## config.mk

```make
export PLATFORM = sky130hd
export DESIGN_NAME = range_sample_triple_averager
export DESIGN_NICKNAME = d
export VERILOG_FILES = /design/src/rtl/rsta_pkg.sv /design/src/rtl/rsta_ctrl.sv /design/src/rtl/rsta_dp.sv /design/src/rtl/range_sample_triple_averager.sv
export VERILOG_INCLUDE_DIRS = /design/src /design/src/rtl
export SDC_FILE = /design/constraint.sdc
export NUM_CORES = 1
export LEC_CHECK = 0
export BUFFER_PORTS_ARGS = -buffer_cell sky130_fd_sc_hd__buf_2
export CAP_MARGIN = 20
export CORE_MARGIN = 1
export CORE_UTILIZATION = 40
export DETAILED_ROUTE_END_ITERATION = 8
export PLACE_DENSITY = 0.58
export SYNTH_ARGS = -nofsm -noshare
export SYNTH_HDL_FRONTEND = slang
export SYNTH_SLANG_ARGS = --single-unit
```

## constraint.sdc

```tcl
create_clock -name i_clk -period 14.6 [get_ports i_clk]
set_input_delay 0.73 -clock i_clk [delete_from_list [all_inputs] [get_ports i_clk]]
set_output_delay 0.73 -clock i_clk [all_outputs]
set_load 0.01 [all_outputs]
```

## src/rtl/range_sample_triple_averager_assert.svh

```systemverilog
// Assertion macros shared by the range sample triple averager.
`ifndef RANGE_SAMPLE_TRIPLE_AVERAGER_ASSERT_SVH
`define RANGE_SAMPLE_TRIPLE_AVERAGER_ASSERT_SVH

// The consequent must hold in the same cycle as the antecedent.
`define RSTA_ASSERT_SAME(label, clk, rst_n, ante, cons, msg) \
    label: assert property (@(posedge clk) disable iff (!(rst_n)) (ante) |-> (cons)) \
        else $error(msg);

// The consequent must hold in the cycle after the antecedent.
`define RSTA_ASSERT_NEXT(label, clk, rst_n, ante, cons, msg) \
    label: assert property (@(posedge clk) disable iff (!(rst_n)) (ante) |=> (cons)) \
        else $error(msg);

`endif

```

## src/rtl/rsta_pkg.sv

```systemverilog
// Shared types and constants of the range sample triple averager.
package rsta_pkg;

    localparam int DATA_W     = 16;
    localparam int WEIGHT_W   = 10;
    localparam int SCALE_SHIFT = 12;
    localparam int MAG_W      = 26;
    localparam int DIV_W      = WEIGHT_W + 1;
    localparam int DIV_STEPS  = MAG_W / 2;
    localparam int DIV_CNT_W  = $clog2(DIV_STEPS);
    localparam int CFG_IDX_W  = 2;

    localparam logic [WEIGHT_W-1:0] MED_WEIGHT = WEIGHT_W'(10);

    localparam logic [CFG_IDX_W-1:0] CFG_PERIOD_SCALE    = 2'd0;
    localparam logic [CFG_IDX_W-1:0] CFG_DISTANCE_OFFSET = 2'd1;
    localparam logic [CFG_IDX_W-1:0] CFG_FAST_WEIGHT     = 2'd2;
    localparam logic [CFG_IDX_W-1:0] CFG_SLOW_WEIGHT     = 2'd3;

    typedef enum logic [1:0] {
        AVG_FAST   = 2'd0,
        AVG_MEDIUM = 2'd1,
        AVG_SLOW   = 2'd2
    } t_avg_sel;

    typedef struct packed {
        logic     load_in;
        logic     mul_dist;
        logic     calc_dist;
        logic     mul_avg;
        logic     form_num;
        logic     div_step;
        logic     write_avg;
        logic     fault;
        logic     load_out;
        t_avg_sel avg_sel;
    } t_dp_cmd;

    typedef struct packed {
        logic sample_ok;
        logic div_done;
    } t_dp_stat;

endpackage

```

## src/rtl/rsta_ctrl.sv

```systemverilog
// Controller state machine sequencing the distance and average calculations.
module rsta_ctrl (
    input  logic              i_clk,
    input  logic              i_rst_n,
    input  logic              i_in_valid,
    output logic              o_in_ready,
    output logic              o_out_valid,
    input  logic              i_out_ready,
    input  rsta_pkg::t_dp_stat i_stat,
    output rsta_pkg::t_dp_cmd  o_cmd
);

    typedef enum logic [7:0] {
        S_IDLE  = 8'b0000_0001,
        S_CHECK = 8'b0000_0010,
        S_DIST  = 8'b0000_0100,
        S_AMUL  = 8'b0000_1000,
        S_ANUM  = 8'b0001_0000,
        S_DIV   = 8'b0010_0000,
        S_AWB   = 8'b0100_0000,
        S_OUT   = 8'b1000_0000
    } t_state;

    t_state             r_state, n_state;
    rsta_pkg::t_avg_sel r_sel, n_sel;
    logic               r_out_valid, n_out_valid;

    always_comb begin
        n_state     = r_state;
        n_sel       = r_sel;
        o_cmd       = '0;
        o_cmd.avg_sel = r_sel;
        unique case (r_state)
            S_IDLE: begin
                if (i_in_valid) begin
                    o_cmd.load_in = 1'b1;
                    n_state       = S_CHECK;
                end
            end
            S_CHECK: begin
                if (i_stat.sample_ok) begin
                    o_cmd.mul_dist = 1'b1;
                    n_state        = S_DIST;
                end else begin
                    o_cmd.fault = 1'b1;
                    n_state     = S_OUT;
                end
            end
            S_DIST: begin
                o_cmd.calc_dist = 1'b1;
                n_sel           = rsta_pkg::AVG_FAST;
                n_state         = S_AMUL;
            end
            S_AMUL: begin
                o_cmd.mul_avg = 1'b1;
                n_state       = S_ANUM;
            end
            S_ANUM: begin
                o_cmd.form_num = 1'b1;
                n_state        = S_DIV;
            end
            S_DIV: begin
                o_cmd.div_step = 1'b1;
                if (i_stat.div_done) begin
                    n_state = S_AWB;
                end
            end
            S_AWB: begin
                o_cmd.write_avg = 1'b1;
                unique case (r_sel)
                    rsta_pkg::AVG_FAST: begin
                        n_sel   = rsta_pkg::AVG_MEDIUM;
                        n_state = S_AMUL;
                    end
                    rsta_pkg::AVG_MEDIUM: begin
                        n_sel   = rsta_pkg::AVG_SLOW;
                        n_state = S_AMUL;
                    end
                    default: begin
                        n_state = S_OUT;
                    end
                endcase
            end
            S_OUT: begin
                if (!r_out_valid || i_out_ready) begin
                    o_cmd.load_out = 1'b1;
                    n_state        = S_IDLE;
                end
            end
            default: begin
                n_state = S_IDLE;
            end
        endcase
    end

    always_comb begin
        n_out_valid = r_out_valid;
        if (o_cmd.load_out) begin
            n_out_valid = 1'b1;
        end else if (i_out_ready) begin
            n_out_valid = 1'b0;
        end
    end

    always_ff @(posedge i_clk) begin
        if (!i_rst_n) begin
            r_state     <= S_IDLE;
            r_sel       <= rsta_pkg::AVG_FAST;
            r_out_valid <= 1'b0;
        end else begin
            r_state     <= n_state;
            r_sel       <= n_sel;
            r_out_valid <= n_out_valid;
        end
    end

    assign o_in_ready  = (r_state == S_IDLE);
    assign o_out_valid = r_out_valid;

endmodule

```

## src/rtl/rsta_dp.sv

```systemverilog
// Datapath: configuration, shared multiplier, serial divider and averages.
module rsta_dp (
    input  logic                                 i_clk,
    input  logic                                 i_rst_n,
    input  logic                                 i_cfg_we,
    input  logic [rsta_pkg::CFG_IDX_W-1:0]       i_cfg_index,
    input  logic [rsta_pkg::DATA_W-1:0]          i_cfg_data,
    input  logic [rsta_pkg::DATA_W-1:0]          i_pulse_period,
    input  logic                                 i_sample_valid,
    input  rsta_pkg::t_dp_cmd                    i_cmd,
    output rsta_pkg::t_dp_stat                   o_stat,
    output logic signed [rsta_pkg::DATA_W-1:0]   o_distance_now,
    output logic signed [rsta_pkg::DATA_W-1:0]   o_fast_average,
    output logic signed [rsta_pkg::DATA_W-1:0]   o_medium_average,
    output logic signed [rsta_pkg::DATA_W-1:0]   o_slow_average,
    output logic [rsta_pkg::DATA_W-1:0]          o_fault_count,
    output logic                                 o_power_cycle
);

    // Configuration registers.
    logic [15:0]        r_scale;
    logic signed [15:0] r_offset;
    logic [9:0]         r_wfast;
    logic [9:0]         r_wslow;

    // Held state.
    logic signed [15:0] r_dist;
    logic signed [15:0] r_avg_fast;
    logic signed [15:0] r_avg_med;
    logic signed [15:0] r_avg_slow;
    logic [15:0]        r_fault;

    // Working registers.
    logic [15:0]        r_ticks;
    logic               r_smp_ok;
    logic signed [33:0] r_prod;
    logic [25:0]        r_dvd;
    logic [10:0]        r_rem;
    logic [10:0]        r_div;
    logic               r_neg;
    logic [rsta_pkg::DIV_CNT_W-1:0] r_cnt;

    // Output registers.
    logic signed [15:0] r_o_dist;
    logic signed [15:0] r_o_fast;
    logic signed [15:0] r_o_med;
    logic signed [15:0] r_o_slow;
    logic [15:0]        r_o_fault;
    logic               r_o_pc;

    logic [9:0]         w_weight;
    logic signed [15:0] w_avg;
    logic signed [16:0] w_mul_a;
    logic signed [16:0] w_mul_b;
    logic signed [33:0] w_prod;
    logic [19:0]        w_shift;
    logic signed [21:0] w_diff;
    logic signed [15:0] w_dist_sat;
    logic signed [33:0] w_num;
    logic [33:0]        w_mag;
    logic [11:0]        w_step1;
    logic [11:0]        w_step2;
    logic [16:0]        w_q;
    logic [16:0]        w_res;

    // One restoring division step: returns {quotient bit, new remainder}.
    function automatic logic [11:0] div_bit(input logic [10:0] rem, input logic b,
                                            input logic [10:0] dv);
        logic [11:0] t;
        logic [11:0] d;
        begin
            t = {rem, b};
            d = {1'b0, dv};
            if (t >= d) begin
                div_bit = {1'b1, 11'(t - d)};
            end else begin
                div_bit = {1'b0, t[10:0]};
            end
        end
    endfunction

    always_comb begin
        unique case (i_cmd.avg_sel)
            rsta_pkg::AVG_FAST: begin
                w_weight = r_wfast;
                w_avg    = r_avg_fast;
            end
            rsta_pkg::AVG_MEDIUM: begin
                w_weight = rsta_pkg::MED_WEIGHT;
                w_avg    = r_avg_med;
            end
            default: begin
                w_weight = r_wslow;
                w_avg    = r_avg_slow;
            end
        endcase
    end

    // Shared 17x17 signed multiplier: ticks by scale, or weight by average.
    always_comb begin
        if (i_cmd.mul_avg) begin
            w_mul_a = signed'({7'd0, w_weight});
            w_mul_b = signed'({w_avg[15], w_avg});
        end else begin
            w_mul_a = signed'({1'b0, r_ticks});
            w_mul_b = signed'({1'b0, r_scale});
        end
    end
    assign w_prod = w_mul_a * w_mul_b;

    // Distance: product shifted down, offset removed, clamped to 16 bits.
    assign w_shift = r_prod[31:rsta_pkg::SCALE_SHIFT];
    assign w_diff  = signed'({2'b00, w_shift}) - signed'({{6{r_offset[15]}}, r_offset});
    always_comb begin
        if (w_diff > 22'sd32767) begin
            w_dist_sat = 16'sh7FFF;
        end else if (w_diff < -22'sd32768) begin
            w_dist_sat = 16'sh8000;
        end else begin
            w_dist_sat = w_diff[15:0];
        end
    end

    // Numerator and its magnitude; the quotient's sign is restored afterwards.
    assign w_num   = r_prod + signed'({{18{r_dist[15]}}, r_dist});
    assign w_mag   = w_num[33] ? 34'(-w_num) : 34'(w_num);

    assign w_step1 = div_bit(r_rem, r_dvd[25], r_div);
    assign w_step2 = div_bit(w_step1[10:0], r_dvd[24], r_div);

    assign w_q   = r_dvd[16:0];
    assign w_res = r_neg ? 17'(17'd0 - w_q) : w_q;

    always_ff @(posedge i_clk) begin
        if (!i_rst_n) begin
            r_scale    <= '0;
            r_offset   <= '0;
            r_wfast    <= '0;
            r_wslow    <= '0;
            r_dist     <= '0;
            r_avg_fast <= '0;
            r_avg_med  <= '0;
            r_avg_slow <= '0;
            r_fault    <= '0;
            r_cnt      <= '0;
        end else begin
            if (i_cfg_we) begin
                unique case (i_cfg_index)
                    rsta_pkg::CFG_PERIOD_SCALE:    r_scale  <= i_cfg_data;
                    rsta_pkg::CFG_DISTANCE_OFFSET: r_offset <= signed'(i_cfg_data);
                    rsta_pkg::CFG_FAST_WEIGHT:     r_wfast  <= i_cfg_data[9:0];
                    rsta_pkg::CFG_SLOW_WEIGHT:     r_wslow  <= i_cfg_data[9:0];
                    default: ;
                endcase
            end
            if (i_cmd.calc_dist) begin
                r_dist <= w_dist_sat;
            end
            if (i_cmd.write_avg) begin
                unique case (i_cmd.avg_sel)
                    rsta_pkg::AVG_FAST:   r_avg_fast <= signed'(w_res[15:0]);
                    rsta_pkg::AVG_MEDIUM: r_avg_med  <= signed'(w_res[15:0]);
                    default:              r_avg_slow <= signed'(w_res[15:0]);
                endcase
            end
            if (i_cmd.fault && (r_fault != 16'hFFFF)) begin
                r_fault <= r_fault + 16'd1;
            end
            if (i_cmd.form_num) begin
                r_cnt <= '0;
            end else if (i_cmd.div_step) begin
                r_cnt <= r_cnt + 1'b1;
            end
        end
    end

    always_ff @(posedge i_clk) begin
        if (i_cmd.load_in) begin
            r_ticks  <= i_pulse_period;
            r_smp_ok <= i_sample_valid;
        end
        if (i_cmd.mul_dist || i_cmd.mul_avg) begin
            r_prod <= w_prod;
        end
        if (i_cmd.form_num) begin
            r_neg <= w_num[33];
            r_dvd <= w_mag[25:0];
            r_rem <= '0;
            r_div <= {1'b0, w_weight} + 11'd1;
        end else if (i_cmd.div_step) begin
            r_rem <= w_step2[10:0];
            r_dvd <= {r_dvd[23:0], w_step1[11], w_step2[11]};
        end
        if (i_cmd.load_out) begin
            r_o_dist  <= r_dist;
            r_o_fast  <= r_avg_fast;
            r_o_med   <= r_avg_med;
            r_o_slow  <= r_avg_slow;
            r_o_fault <= r_fault;
            r_o_pc    <= ~r_smp_ok;
        end
    end

    assign o_stat.sample_ok = r_smp_ok;
    assign o_stat.div_done  = (r_cnt == rsta_pkg::DIV_CNT_W'(rsta_pkg::DIV_STEPS - 1));

    assign o_distance_now   = r_o_dist;
    assign o_fast_average   = r_o_fast;
    assign o_medium_average = r_o_med;
    assign o_slow_average   = r_o_slow;
    assign o_fault_count    = r_o_fault;
    assign o_power_cycle    = r_o_pc;

endmodule

```

## src/rtl/range_sample_triple_averager.sv

```systemverilog
// A valid sample passes through the distance step and all three averages before its result
// is registered; an invalid one goes straight to the output. One request at a time: the next
// is taken once the result is registered, and the output stage waits while an earlier result
// is still not taken. The shared serial divider works two quotient bits a cycle on each average.
// Reset: synchronous, active low; clears configuration, distance, averages and fault count.
`include "range_sample_triple_averager_assert.svh"

// Top level of the range sample triple averager.
module range_sample_triple_averager (
    input  logic                                 i_clk,
    input  logic                                 i_rst_n,
    // Sample request channel.
    input  logic                                 i_in_valid,
    output logic                                 o_in_ready,
    input  logic [rsta_pkg::DATA_W-1:0]          i_pulse_period,
    input  logic                                 i_sample_valid,
    // Result request channel.
    output logic                                 o_out_valid,
    input  logic                                 i_out_ready,
    output logic signed [rsta_pkg::DATA_W-1:0]   o_distance_now,
    output logic signed [rsta_pkg::DATA_W-1:0]   o_fast_average,
    output logic signed [rsta_pkg::DATA_W-1:0]   o_medium_average,
    output logic signed [rsta_pkg::DATA_W-1:0]   o_slow_average,
    output logic [rsta_pkg::DATA_W-1:0]          o_fault_count,
    output logic                                 o_power_cycle,
    // Configuration write channel.
    input  logic                                 i_cfg_valid,
    output logic                                 o_cfg_ready,
    input  logic [rsta_pkg::CFG_IDX_W-1:0]       i_cfg_index,
    input  logic [rsta_pkg::DATA_W-1:0]          i_cfg_data
);

    // The controller walks each sample through the following sequence. A valid sample is
    // first multiplied by the period scale; the next cycle shifts, subtracts the mounting
    // offset and clamps the result into the held distance. Each of the three averages then
    // reuses the same multiplier for weight times old average, adds the new distance, and
    // hands the magnitude of that numerator to the serial divider. The sign is put back on
    // the quotient, which gives truncation towards zero. An invalid sample skips all of
    // this and only bumps the saturating fault count and flags a power cycle in its result.
    rsta_pkg::t_dp_cmd  w_cmd;
    rsta_pkg::t_dp_stat w_stat;

    // Accepted unchecked; the user must issue configuration writes only while the block idles.
    assign o_cfg_ready = 1'b1;

    rsta_ctrl u_ctrl (
        .i_clk       (i_clk),
        .i_rst_n     (i_rst_n),
        .i_in_valid  (i_in_valid),
        .o_in_ready  (o_in_ready),
        .o_out_valid (o_out_valid),
        .i_out_ready (i_out_ready),
        .i_stat      (w_stat),
        .o_cmd       (w_cmd)
    );

    // The datapath holds the result in its own output registers, so a new sample can be
    // accepted while the previous result still waits to be taken.
    rsta_dp u_dp (
        .i_clk            (i_clk),
        .i_rst_n          (i_rst_n),
        .i_cfg_we         (i_cfg_valid),
        .i_cfg_index      (i_cfg_index),
        .i_cfg_data       (i_cfg_data),
        .i_pulse_period   (i_pulse_period),
        .i_sample_valid   (i_sample_valid),
        .i_cmd            (w_cmd),
        .o_stat           (w_stat),
        .o_distance_now   (o_distance_now),
        .o_fast_average   (o_fast_average),
        .o_medium_average (o_medium_average),
        .o_slow_average   (o_slow_average),
        .o_fault_count    (o_fault_count),
        .o_power_cycle    (o_power_cycle)
    );

    // A power-cycle result always follows at least one counted fault.
    `RSTA_ASSERT_SAME(a_pc_has_fault, i_clk, i_rst_n, o_out_valid && o_power_cycle,
        o_fault_count != 16'd0, "power cycle reported with zero fault count")

    // Once a sample is taken, the block is busy in the following cycle.
    `RSTA_ASSERT_NEXT(a_busy_after_accept, i_clk, i_rst_n, i_in_valid && o_in_ready,
        !o_in_ready, "sample accepted while still working on the previous one")

endmodule
```

==> results.rst <==
.. list-table::
   :header-rows: 1

   * - Metric
     - Value
   * - Share of power burned in combinational logic
     - 30.7%
   * - Pin count of the biggest net entering global routing
     - 104
   * - Share of the synthesized area in the top cell type
     - 19.65%
   * - Registers with the most flip-flops
     - u_dp.r_prod x34, u_dp.r_dvd x26
   * - Cell Pwr Density
     - between 100 and 150 nW/um^2
   * - Delay of the slowest cell on the worst path
     - about 0.74 ns
   * - Max-capacitance violation count
     - 0
   * - Number of antenna violations at the first check in global routing
     - 2
   * - Total routing resource utilization after global routing
     - 21.60%
   * - Data arrival time at the worst-slack endpoint
     - 9.59 ns
   * - Top area cells in the synthesized netlist
     - edfxtp_1 (20%), fa_1 (16%), dfxtp_1 (12%)
   * - Nature of the critical path startpoint
     - flip-flop
   * - Hold Crit Class
     - primary input to flip-flop
   * - Die Y-Extent
     - 256.8 um
   * - Result of the run
     - completed
   * - Total of buffers placed on input and output ports
     - 122
   * - GP Congestion
     - between 0.9 and 1
   * - Filler Cells Inserted
     - 6297
   * - Ratio of cells with drive above 1 in the final layout
     - around 9%
   * - Register containing the most flip-flops in the final layout
     - u_dp.r_prod
   * - Sequential fraction of design power
     - 35.6%
   * - H-tree depth
     - 2
   * - Core area
     - between 60000 and 70000 um^2
   * - Net switching component of the power
     - around 1.1 mW
   * - Largest register FFs
     - 34
   * - Kind of end point of the critical path
     - flip-flop
   * - Period utilisation layout
     - 63.76%
   * - Cell type with the largest total area after synthesis
     - edfxtp_1
   * - DRC violations left
     - 0
   * - Count of clock tree sinks
     - 328
   * - Proportion of synthesized chip area in sequential cells
     - 31.83%
   * - Cell types with the highest counts after synthesis
     - inv_1 (368), nand2_1 (342), nor2_1 (263)
   * - Area used by sequential logic in the layout
     - 8268 um^2
   * - Worst relative slew slack
     - 29.49%
   * - WHS
     - 0.3482 ns
   * - Leakage power summed over all cells
     - between 10 and 15 nW
   * - Peak VDD IR
     - between 70 and 80 uV
   * - Drt first-iter violations
     - 1227
   * - Max Root-Sink Buffers
     - 3
   * - Sum of overflow across all layers after global routing
     - 0
   * - Number of gates resized after cts
     - 0
   * - HPWL after DPL
     - 56700 um
   * - Number of max-slew violations in the final report
     - 0
   * - M2 GR Usage
     - 37.03%
   * - Total of warnings raised by yosys
     - 0
   * - Area used by multi-input combinational logic
     - between 15000 and 20000 um^2
   * - Syn Std Cell Area
     - 25970 um^2
   * - Post-Route Skew
     - 0.03016 ns
   * - Post-detailed-routing wire length
     - 70920 um
   * - Initial standard-cell utilization of the core
     - 40.36%
   * - Unrepaired setup endpoints after global routing
     - no
   * - Cells along the critical path
     - nor4_1 -> nand4b_1 -> buf_4 -> nor2b_1 -> a21oi_1 -> nor2_1 -> fa_1 -> fa_1 -> fa_1 -> fa_1 -> fa_1 -> inv_1 -> fa_1 -> inv_1 -> ha_1 -> a21o_1 -> a21oi_1 -> nor4bb_1 -> a211oi_1 -> a41o_1 -> o21a_1 -> o21ai_0 -> a21oi_1 -> xor2_1
   * - Switching Fraction
     - between 30% and 40%
   * - Top cell family by delay on the critical path
     - adder cells
   * - Post-synthesis async set-or-reset flop share
     - 0%
   * - Num CTS Buffers
     - 39
   * - Mapped Avg Cell Area
     - 9.211 um^2
   * - DIE AREA
     - 65960 um^2
   * - Buffers inserted during post-CTS setup optimization
     - 0
   * - Syn Inst Count
     - 2820
   * - Type of the setup path with the least slack
     - flip-flop to flip-flop
   * - DR WL/cell
     - 18.74 um
   * - Remaining antenna violation count
     - 0
   * - Required time reported for the critical path endpoint
     - 14.89 ns
   * - Most Frequent Cell on Critical Path
     - fa_1
   * - TritonCTS clock tree
     - done
   * - Internal Power
     - 2.019 mW
   * - Number of placed I/O pins
     - approximately 120
   * - Max Fanout on Critical Path
     - 48
   * - Predominant post-synthesis flop cell
     - edfxtp_1
   * - Library cell with the highest instance count after synthesis
     - inv_1
   * - Global-route wire length before repair
     - 112700 um
   * - Floorplan row count
     - 93
   * - Final setup vio count
     - 0
   * - Count of different cell masters after synthesis
     - 90
   * - Count of hold buffers inserted by post-cts repair
     - 0
   * - Sum of negative setup slack
     - 0 ns
   * - Clock network latency to the later pin of the worst-skew pair
     - 0.56 ns
   * - Clock Root Buffer
     - clkbuf_16
   * - Routed vias/inst
     - 5.331
   * - Slowest library cell on the worst path
     - nand4b_1
   * - N_diodes
     - 0
   * - Pin slew with the least headroom to its limit
     - 1.048 ns
   * - Clock-pin slew of the registers on the worst-case setup and hold paths
     - ~0.060 ns
   * - Post-synthesis to final-layout area growth
     - 10.69%
   * - Fin crit period
     - ~9.3 ns
   * - Most heavily used metal layer in global routing
     - met2
   * - Max Freq
     - 107.4 MHz
   * - Chip width
     - 256.8 um
   * - GR Util met3
     - under 10%
   * - Global routing met1 resource utilization
     - 28.09%
   * - Post-synthesis sequential element count
     - between 300 and 400
   * - Count of buffering cells on the critical path with inverters included
     - 3
   * - Drt pass-1 iters
     - 5
   * - Post-synth net total
     - about 3300
   * - EDFF count, synth
     - 170
   * - Number of hold violations in the final report
     - 0
   * - Total vias in the final route
     - 20170
   * - Net count reported at finish
     - 3359
   * - Proportion of power drawn by the clock network
     - 33.7%
   * - Vias in the first global route
     - 20250
stage by stage:
step                total power, mW  util (%)  cells  worst slack (ns)  area [um^2]
floorplan                     1.777         -   2820             6.936        25970
global placement              2.023     42.51   3710             5.783        27350
detailed placement            2.047     42.51   3710             5.464        27350
CTS                           3.089     44.63   3782             5.415        28720
global route                  3.232     44.68   3784             4.748        28750
finish                        3.071     44.68   3784             5.292        28750
per-layer routing:
layer	share of wire, %	up-vias	wire length [um]
met2	49	594	34410
li1	-	9570	-
met4	3.8	0	2726
met1	43	9890	30520
met3	4.6	119	3263
met5	0	-	0
cell families (layout without fill, tap and decap cells):
kind of cell,after synthesis,after routing,share of synthesized area [%]
buf+inv,474,583,7.076
compound gates,521,521,12.37
simple gates,890,890,15.77
mux,42,42,1.652
flops,328,328,31.83
fa+ha+maj,421,421,26.44
other cells,1,1,0.01444
xor+xnor,143,143,4.851
area by class of cell:
cell class | instances | share of cell area, %
Multi-Input combinational cell | 2018 | 55.24
Timing Repair Buffer | 142 | 2.716
Clock inverter | 29 | 1.188
Clock buffer | 43 | 3.555
Inverter | 369 | 4.822
Sequential cell | 328 | 28.76
Tap cell | 855 | 3.721
worst reg2reg max path, stage by stage, from the launching register on:
cell      delay (ns)
dfxtp_1         0.34
nor4_1          0.47
nand4b_1        0.75
buf_4           0.54
nor2b_1         0.72
a21oi_1         0.38
nor2_1          0.25
fa_1            0.47
fa_1            0.52
fa_1            0.52
fa_1            0.52
fa_1            0.58
inv_1           0.07
fa_1            0.53
inv_1           0.04
ha_1            0.35
a21o_1          0.20
a21oi_1         0.21
nor4bb_1        0.35
a211oi_1        0.24
a41o_1          0.34
o21a_1          0.18
o21ai_0         0.22
a21oi_1         0.11
xor2_1          0.16
cell usage in the layout, fill, tap and decap left out, drive strengths merged, types with 13 or more instances in the layout:
cell type and n:
dfxtp 158, ha 208, o21a 23, and2 24
nor2 263, inv 375, a21o 39, nand3 33
nor4 13, edfxtp 170, xnor2 88, a211oi 37
buf 142, nand3b 13, clkbuf 43, o21ai 127
nor2b 29, fa 213, nand2 343, nand4 19
mux2i 35, nand2b 20, a21oi 198, xor2 55
a31oi 20, and3 67, clkinv 14, nor3 30
power groups by stage:
stage                     clock (mW)  sequential (mW)  combinational (mW)
after detailed placement           0             1.11               0.936
after global placement             0             1.11               0.913
after global routing            1.09             1.10                1.05
after CTS                       1.06             1.09               0.941
after floorplan                    0             1.08               0.699
final                           1.03             1.09               0.944
final timing paths:
kind                                         start                endpoint  slack, ns  depth (start not counted)
worst min register to register  u_dp.r_avg_fast[8]  u_dp.o_fast_average[8]       0.45                          0
worst max register to register   u_ctrl.r_state[0]         u_dp.r_prod[31]       5.29                         24
worst min-delay path             i_pulse_period[6]         u_dp.r_ticks[6]       0.35                          1
worst max-delay path             u_ctrl.r_state[0]         u_dp.r_prod[31]       5.29                         24
Power figures use the tool's default switching activity.
